**src/sv/ppf_pkg.sv**
```systemverilog
`default_nettype none
package ppf_pkg;

    localparam int MAX_VERT    = 1024;
    localparam int ADDR_W      = 10;
    localparam int CNT_W       = 11;
    localparam int MAX_WAG     = 16;
    localparam int SQRT_LAST   = 24;
    localparam int CORDIC_LAST = 20;
    localparam int DIV_LAST    = 57;
    localparam int NUM_W       = 58;
    localparam int CW          = 48;
    localparam int ZW          = 25;
    localparam logic [31:0] LEN_MAX = 32'h7FFF_FFFF;
    localparam logic signed [ZW-1:0] HEAD_LIM  = 25'sd23040;
    localparam logic signed [ZW-1:0] QUARTER_Z = 25'sd2949120;

    typedef enum logic [2:0] {
        ST_PLACED = 3'd0,
        ST_STORED = 3'd1,
        ST_FULL   = 3'd2,
        ST_EMPTY  = 3'd3,
        ST_NOWAG  = 3'd4
    } t_stat;

    typedef enum logic [4:0] {
        OP_NONE, OP_LATCH, OP_DIFF, OP_SQX, OP_SQY, OP_SQRT, OP_APPEND,
        OP_CLAMP, OP_SADDR, OP_SCMP, OP_RDS, OP_RDS1, OP_RDE,
        OP_CINIT, OP_CITER, OP_CFIN, OP_MUL0, OP_MUL1, OP_DIV,
        OP_INTERP, OP_EMITW, OP_EMITS, OP_NEXT
    } t_op;

    typedef struct packed {
        t_op   op;
        t_stat code;
    } t_cmd;

    typedef struct packed {
        logic kind;
        logic n_full;
        logic n_zero;
        logic n_one;
        logic cnt_zero;
        logic search_done;
        logic sqrt_done;
        logic cordic_done;
        logic div_done;
        logic out_free;
        logic last_wagon;
    } t_sts;

    typedef struct packed {
        logic signed [23:0] pos_x;
        logic signed [23:0] pos_y;
        logic signed [15:0] heading;
        logic [3:0]         wagon_index;
        t_stat              status;
        logic               last;
    } t_result;

    function automatic logic [20:0] atan_step(input logic [4:0] k);
        logic [20:0] v;
        case (k)
            5'd0:    v = 21'd1474560;
            5'd1:    v = 21'd870484;
            5'd2:    v = 21'd459940;
            5'd3:    v = 21'd233473;
            5'd4:    v = 21'd117189;
            5'd5:    v = 21'd58652;
            5'd6:    v = 21'd29333;
            5'd7:    v = 21'd14667;
            5'd8:    v = 21'd7334;
            5'd9:    v = 21'd3667;
            5'd10:   v = 21'd1833;
            5'd11:   v = 21'd917;
            5'd12:   v = 21'd458;
            5'd13:   v = 21'd229;
            5'd14:   v = 21'd115;
            5'd15:   v = 21'd57;
            5'd16:   v = 21'd29;
            5'd17:   v = 21'd14;
            5'd18:   v = 21'd7;
            5'd19:   v = 21'd4;
            5'd20:   v = 21'd2;
            default: v = 21'd0;
        endcase
        return v;
    endfunction

    function automatic logic signed [23:0] sat_pos(input logic signed [59:0] v);
        logic signed [23:0] r;
        if (v > 60'sd8388607) begin
            r = 24'sh7FFFFF;
        end else if (v < -60'sd8388608) begin
            r = 24'sh800000;
        end else begin
            r = v[23:0];
        end
        return r;
    endfunction

endpackage
`default_nettype wire

```
**src/sv/ppf_ctrl.sv**
```systemverilog
`default_nettype none
module ppf_ctrl (
    input  wire logic          i_clk,
    input  wire logic          i_rst_n,
    input  wire logic          i_in_valid,
    output logic               o_in_ready,
    input  wire ppf_pkg::t_sts i_sts,
    output ppf_pkg::t_cmd      o_cmd
);

    typedef enum logic [22:0] {
        S_IDLE   = 23'h000001,
        S_DISP   = 23'h000002,
        S_ADIFF  = 23'h000004,
        S_ASQX   = 23'h000008,
        S_ASQY   = 23'h000010,
        S_ASQRT  = 23'h000020,
        S_AWR    = 23'h000040,
        S_EMITS  = 23'h000080,
        S_QCLAMP = 23'h000100,
        S_SADDR  = 23'h000200,
        S_SCMP   = 23'h000400,
        S_RDS    = 23'h000800,
        S_RDS1   = 23'h001000,
        S_RDE    = 23'h002000,
        S_CINIT  = 23'h004000,
        S_CITER  = 23'h008000,
        S_CFIN   = 23'h010000,
        S_MUL0   = 23'h020000,
        S_MUL1   = 23'h040000,
        S_DIV    = 23'h080000,
        S_INTERP = 23'h100000,
        S_EMITW  = 23'h200000,
        S_NEXT   = 23'h400000
    } t_state;

    t_state        r_state, n_state;
    ppf_pkg::t_stat r_code, n_code;

    always_ff @(posedge i_clk) begin
        if (!i_rst_n) begin
            r_state <= S_IDLE;
            r_code  <= ppf_pkg::ST_PLACED;
        end else begin
            r_state <= n_state;
            r_code  <= n_code;
        end
    end

    always_comb begin
        n_state    = r_state;
        n_code     = r_code;
        o_in_ready = 1'b0;
        o_cmd.op   = ppf_pkg::OP_NONE;
        o_cmd.code = r_code;
        unique case (r_state)
            S_IDLE: begin
                o_in_ready = i_rst_n;
                if (i_in_valid) begin
                    o_cmd.op = ppf_pkg::OP_LATCH;
                    n_state  = S_DISP;
                end
            end
            S_DISP: begin
                if (!i_sts.kind) begin
                    if (i_sts.n_full) begin
                        n_code  = ppf_pkg::ST_FULL;
                        n_state = S_EMITS;
                    end else if (i_sts.n_zero) begin
                        n_state = S_AWR;
                    end else begin
                        n_state = S_ADIFF;
                    end
                end else if (i_sts.n_zero) begin
                    n_code  = ppf_pkg::ST_EMPTY;
                    n_state = S_EMITS;
                end else if (i_sts.cnt_zero) begin
                    n_code  = ppf_pkg::ST_NOWAG;
                    n_state = S_EMITS;
                end else begin
                    n_state = S_QCLAMP;
                end
            end
            S_ADIFF: begin
                o_cmd.op = ppf_pkg::OP_DIFF;
                n_state  = S_ASQX;
            end
            S_ASQX: begin
                o_cmd.op = ppf_pkg::OP_SQX;
                n_state  = S_ASQY;
            end
            S_ASQY: begin
                o_cmd.op = ppf_pkg::OP_SQY;
                n_state  = S_ASQRT;
            end
            S_ASQRT: begin
                o_cmd.op = ppf_pkg::OP_SQRT;
                if (i_sts.sqrt_done) begin
                    n_state = S_AWR;
                end
            end
            S_AWR: begin
                o_cmd.op = ppf_pkg::OP_APPEND;
                n_code   = ppf_pkg::ST_STORED;
                n_state  = S_EMITS;
            end
            S_EMITS: begin
                if (i_sts.out_free) begin
                    o_cmd.op = ppf_pkg::OP_EMITS;
                    n_state  = S_IDLE;
                end
            end
            S_QCLAMP: begin
                o_cmd.op = ppf_pkg::OP_CLAMP;
                n_state  = S_SADDR;
            end
            S_SADDR: begin
                if (i_sts.search_done) begin
                    n_state = S_RDS;
                end else begin
                    o_cmd.op = ppf_pkg::OP_SADDR;
                    n_state  = S_SCMP;
                end
            end
            S_SCMP: begin
                o_cmd.op = ppf_pkg::OP_SCMP;
                n_state  = S_SADDR;
            end
            S_RDS: begin
                o_cmd.op = ppf_pkg::OP_RDS;
                n_state  = S_RDS1;
            end
            S_RDS1: begin
                o_cmd.op = ppf_pkg::OP_RDS1;
                n_state  = S_RDE;
            end
            S_RDE: begin
                o_cmd.op = ppf_pkg::OP_RDE;
                n_state  = i_sts.n_one ? S_INTERP : S_CINIT;
            end
            S_CINIT: begin
                o_cmd.op = ppf_pkg::OP_CINIT;
                n_state  = S_CITER;
            end
            S_CITER: begin
                o_cmd.op = ppf_pkg::OP_CITER;
                if (i_sts.cordic_done) begin
                    n_state = S_CFIN;
                end
            end
            S_CFIN: begin
                o_cmd.op = ppf_pkg::OP_CFIN;
                n_state  = S_MUL0;
            end
            S_MUL0: begin
                o_cmd.op = ppf_pkg::OP_MUL0;
                n_state  = S_MUL1;
            end
            S_MUL1: begin
                o_cmd.op = ppf_pkg::OP_MUL1;
                n_state  = S_DIV;
            end
            S_DIV: begin
                o_cmd.op = ppf_pkg::OP_DIV;
                if (i_sts.div_done) begin
                    n_state = S_INTERP;
                end
            end
            S_INTERP: begin
                o_cmd.op = ppf_pkg::OP_INTERP;
                n_state  = S_EMITW;
            end
            S_EMITW: begin
                if (i_sts.out_free) begin
                    o_cmd.op = ppf_pkg::OP_EMITW;
                    n_state  = i_sts.last_wagon ? S_IDLE : S_NEXT;
                end
            end
            S_NEXT: begin
                o_cmd.op = ppf_pkg::OP_NEXT;
                n_state  = S_SADDR;
            end
            default: begin
                n_state = S_IDLE;
            end
        endcase
    end

endmodule
`default_nettype wire

```
**config.mk**
```make
export PLATFORM = sky130hd
export DESIGN_NAME = ppf_ctrl
export DESIGN_NICKNAME = d
export VERILOG_FILES = /design/src/sv/ppf_pkg.sv /design/src/sv/ppf_ctrl.sv
export SDC_FILE = /design/constraint.sdc
export NUM_CORES = 1
export LEC_CHECK = 0
export ABC_CLOCK_PERIOD_IN_PS = 2800
export BUFFER_PORTS_ARGS = -buffer_cell sky130_fd_sc_hd__buf_2
export CELL_PAD_IN_SITES_DETAIL_PLACEMENT = 1
export CELL_PAD_IN_SITES_GLOBAL_PLACEMENT = 1
export CORE_MARGIN = 2
export CORE_UTILIZATION = 42
export CTS_CLUSTER_DIAMETER = 150
export DETAILED_ROUTE_END_ITERATION = 7
export HOLD_SLACK_MARGIN = 0.12
export PLACE_DENSITY = 0.84
export SETUP_SLACK_MARGIN = 0.02
export SKIP_LAST_GASP = 1
export SLEW_MARGIN = 20
export SYNTH_ARGS = -nofsm -noshare
export SYNTH_HDL_FRONTEND = slang
export SYNTH_SLANG_ARGS = --single-unit
```
**constraint.sdc**
```tcl
create_clock -name i_clk -period 2.8 [get_ports i_clk]
set_clock_uncertainty 0.05 [all_clocks]
set_input_delay 0.56 -clock i_clk [delete_from_list [all_inputs] [get_ports i_clk]]
set_output_delay 0.56 -clock i_clk [all_outputs]
set_load 0.02 [all_outputs]
```
==> flow_summary_export.csv <==
group,metric,value,unit
run_status,status,"finished with violations",
run_status,violations,"setup timing",
timing,fmax,338,MHz
synthesis,avgSynthCellArea,8.35,µm²
flow_run,maxCapViolCount,0,
synthesis,ys_warn_count,0,
synthesis,async_reset_ff_frac,0,
place,place_area,0.00193,mm²
cells_and_area,drive_above_1_share,0.396,
synthesis,synth_cell_types,55,
floorplan,die_area,0.00449,mm²
place,globalplace.congestion,0.893,
routing,drc_errors,0,
synthesis,syn_inst,200,
timing,finalSetupViolCount,3,
routing,postRouteAntennaNets,0,
worst_setup_path,worst_r2r_path_depth,8,
min_path,worstHoldPathCells,2,
synthesis,ys.flop_type,"dfxtp_1",
floorplan,start_util,0.446,
grt,grt_max_degree,15,
clocking,root_buffer,"clkbuf_8",
floorplan,die_w,67.0,µm
worst_setup_path,cp_max_fo,3,
clocking,ctsLongestPathBuffers,2,
timing,hold_viol,0,
floorplan,ioPinCount,23,
timing,fin_ws,-0.162,ns
routing,drt_iter0_markers,103,
synthesis,synthTopCellsByArea,"dfxtp_1 (31%), nor2_1 (7.6%), nor3_1 (5.1%), nand2_1 (3.4%), nand4b_1 (2.6%)",
grt,grt_pass1_wl,9250,µm
routing,drtPass1Iterations,4,
grt,grtUsageTotal,0.281,
clocking,clk_latency,0.29,ns
cells_and_area,nNetsFinal,270,
place,post-place-cells,285,
power,leakage,0.947,nW
synthesis,yosys_register_bits,26,
timing,slew_headroom,0.651,
timing,tns,-0.336,ns
floorplan,rows,22,
place,dpl.hpwl,4020,µm
timing,finalWorstPathRequiredPeriod,2.96,ns
worst_setup_path,cp.arrival,2.35,ns
routing,viasPerCell,6.15,
synthesis,synthesis.nets,214,
synthesis,syn_area,0.00167,mm²
timing,slew_violations,0,
clocking,numCtsBuffers,3,
clocking,cts_tree,"done",
cells_and_area,synthToLayoutAreaGrowth,33.5,%
timing,finalCritPeriodShare,1.06,
clocking,htreeDepth,1,
clocking,clk_pin_slew_worst_paths,0.10,ns
synthesis,yosys.area.top_type,"dfxtp_1",
timing,rsz0062_at_grt,"yes",
clocking,clock_sinks,26,
cells_and_area,n_fill_cell,467,
floorplan,core-area,0.00374,mm²
timing,max_slew.worst_pin.slew,0.518,ns
grt,antenna_found_initial,0,
cells_and_area,final_cells,303,
synthesis,synth-edff-count,0,
grt,gr-total-overflow,0,
worst_setup_path,startpoint_type,"flop",
routing,routedWlPerCell,20.2,µm
worst_setup_path,required,2.19,ns
cells_and_area,antenna_cells,0,
synthesis,synth-seq-area-share,0.312,
worst_setup_path,path_class,"flop to primary output",
min_path,hold_class,"input port to flop",
grt,grt_pass1_vias,1801,
worst_setup_path,end_kind,"primary output",
synthesis,synth.top_cell.area_share,0.312,
routing,dr_total_vias,1862,
routing,routed_wl,6120,µm
power,power.density,412,mW/mm²
place,place_ws,0.0972,ns
cells_and_area,design_area,0.00223,mm²
floorplan,die_h,67.0,µm
power,finalPower,0.000918,W
power,ir_worst_vdd,0.292,mV
place,port_buffers,22,
worst max-delay path: stages, from the launching register on:
cell	delay (ns)
dfxtp_4	0.37
or4_4	0.57
or4_4	0.55
o2111a_1	0.29
or2b_1	0.17
buf_6	0.11
routing by layer:
metal | wire length, µm | GRT usage
met5 | 0 | 0
met4 | 124 | 0.0765
met2 | 3060 | 0.484
met1 | 2640 | 0.365
met3 | 298 | 0.0338
layout make-up:
type | instances | area, µm² | share of cell area
flip-flops and latches | 26 | 553 | 0.248
inverters | 4 | 15.0 | 0.00674
clock buffers | 4 | 55.1 | 0.0247
repair buffers | 57 | 404 | 0.181
multi-input cells | 164 | 1140 | 0.512
well taps | 48 | 60.1 | 0.0270
worst paths after layout:
kind                                    end       start  slack [ns]
worst max-delay path               o_cmd[4]  r_state[7]       -0.16
worst max register to register   r_state[1]  r_state[4]        0.31
worst min-delay path            r_state[14]    i_sts[7]        0.38
worst min register to register    r_code[1]   r_code[1]        0.46
layout by cell type (no fill, tap or decap), drive strengths merged, types with 6 or more instances in the layout:
master and count:
dfxtp 26, a21oi 7, nand3 8, nand2 15
o21ai 6, nor4 9, nand4 7, nor2 34
buf 57, nand2b 6, nor3 19
logic make-up (layout without fill, tap and decap cells):
group | count (synthesis) | after routing | share of synthesized area
AOI/OAI and AO/OA | 25 | 25 | 0.104
xor gates and xnor gates | 6 | 6 | 0.0315
buffers and inverters | 10 | 65 | 0.0502
DFF | 26 | 26 | 0.312
muxes | 1 | 1 | 0.00600
and+or+nand+nor | 132 | 132 | 0.496
what timing repair did:
item / CTS / global route
resized for setup: 32 / 9
setup buffers: 12 / 3
endpoints found under the setup margin: 5 / 6
gates cloned: 0 / 0
pin swaps: 7 / 6
hold buffers: 0 / 0
registers in the layout (all words and copies together) (netlist names):
name and cells:
r_state 23, r_code 3
through the flow:
step / util / hold slack (ns)
3_5_place_dp: 0.515 / 0.434
2_1_floorplan: - / 0.442
3_3_place_gp: 0.515 / 0.426
6_report: 0.595 / 0.378
5_1_grt: 0.595 / 0.403
4_1_cts: 0.575 / 0.386
where the power goes:
part	switching [W]	internal (W)	total (W)	leakage, nW
combinational	0.000159	0.000117	0.000275	0.700
clock	0.000133	0.000126	0.000260	0.0288
sequential	0.00000867	0.000374	0.000383	0.218
synth_stat cells, drive strengths merged, types with 4 or more instances:
library cell  instances
or4                   4
nor4                  9
nand3                 8
dfxtp                26
nand4                 7
o21ai                 6
nand2                15
xnor2                 4
clkbuf                4
nor4b                 4
a21oi                 7
nand2b                6
nor3                 19
nor2                 34
nand4b                5
and3                  5
No activity file was read; power rests on OpenSTA's default activity.
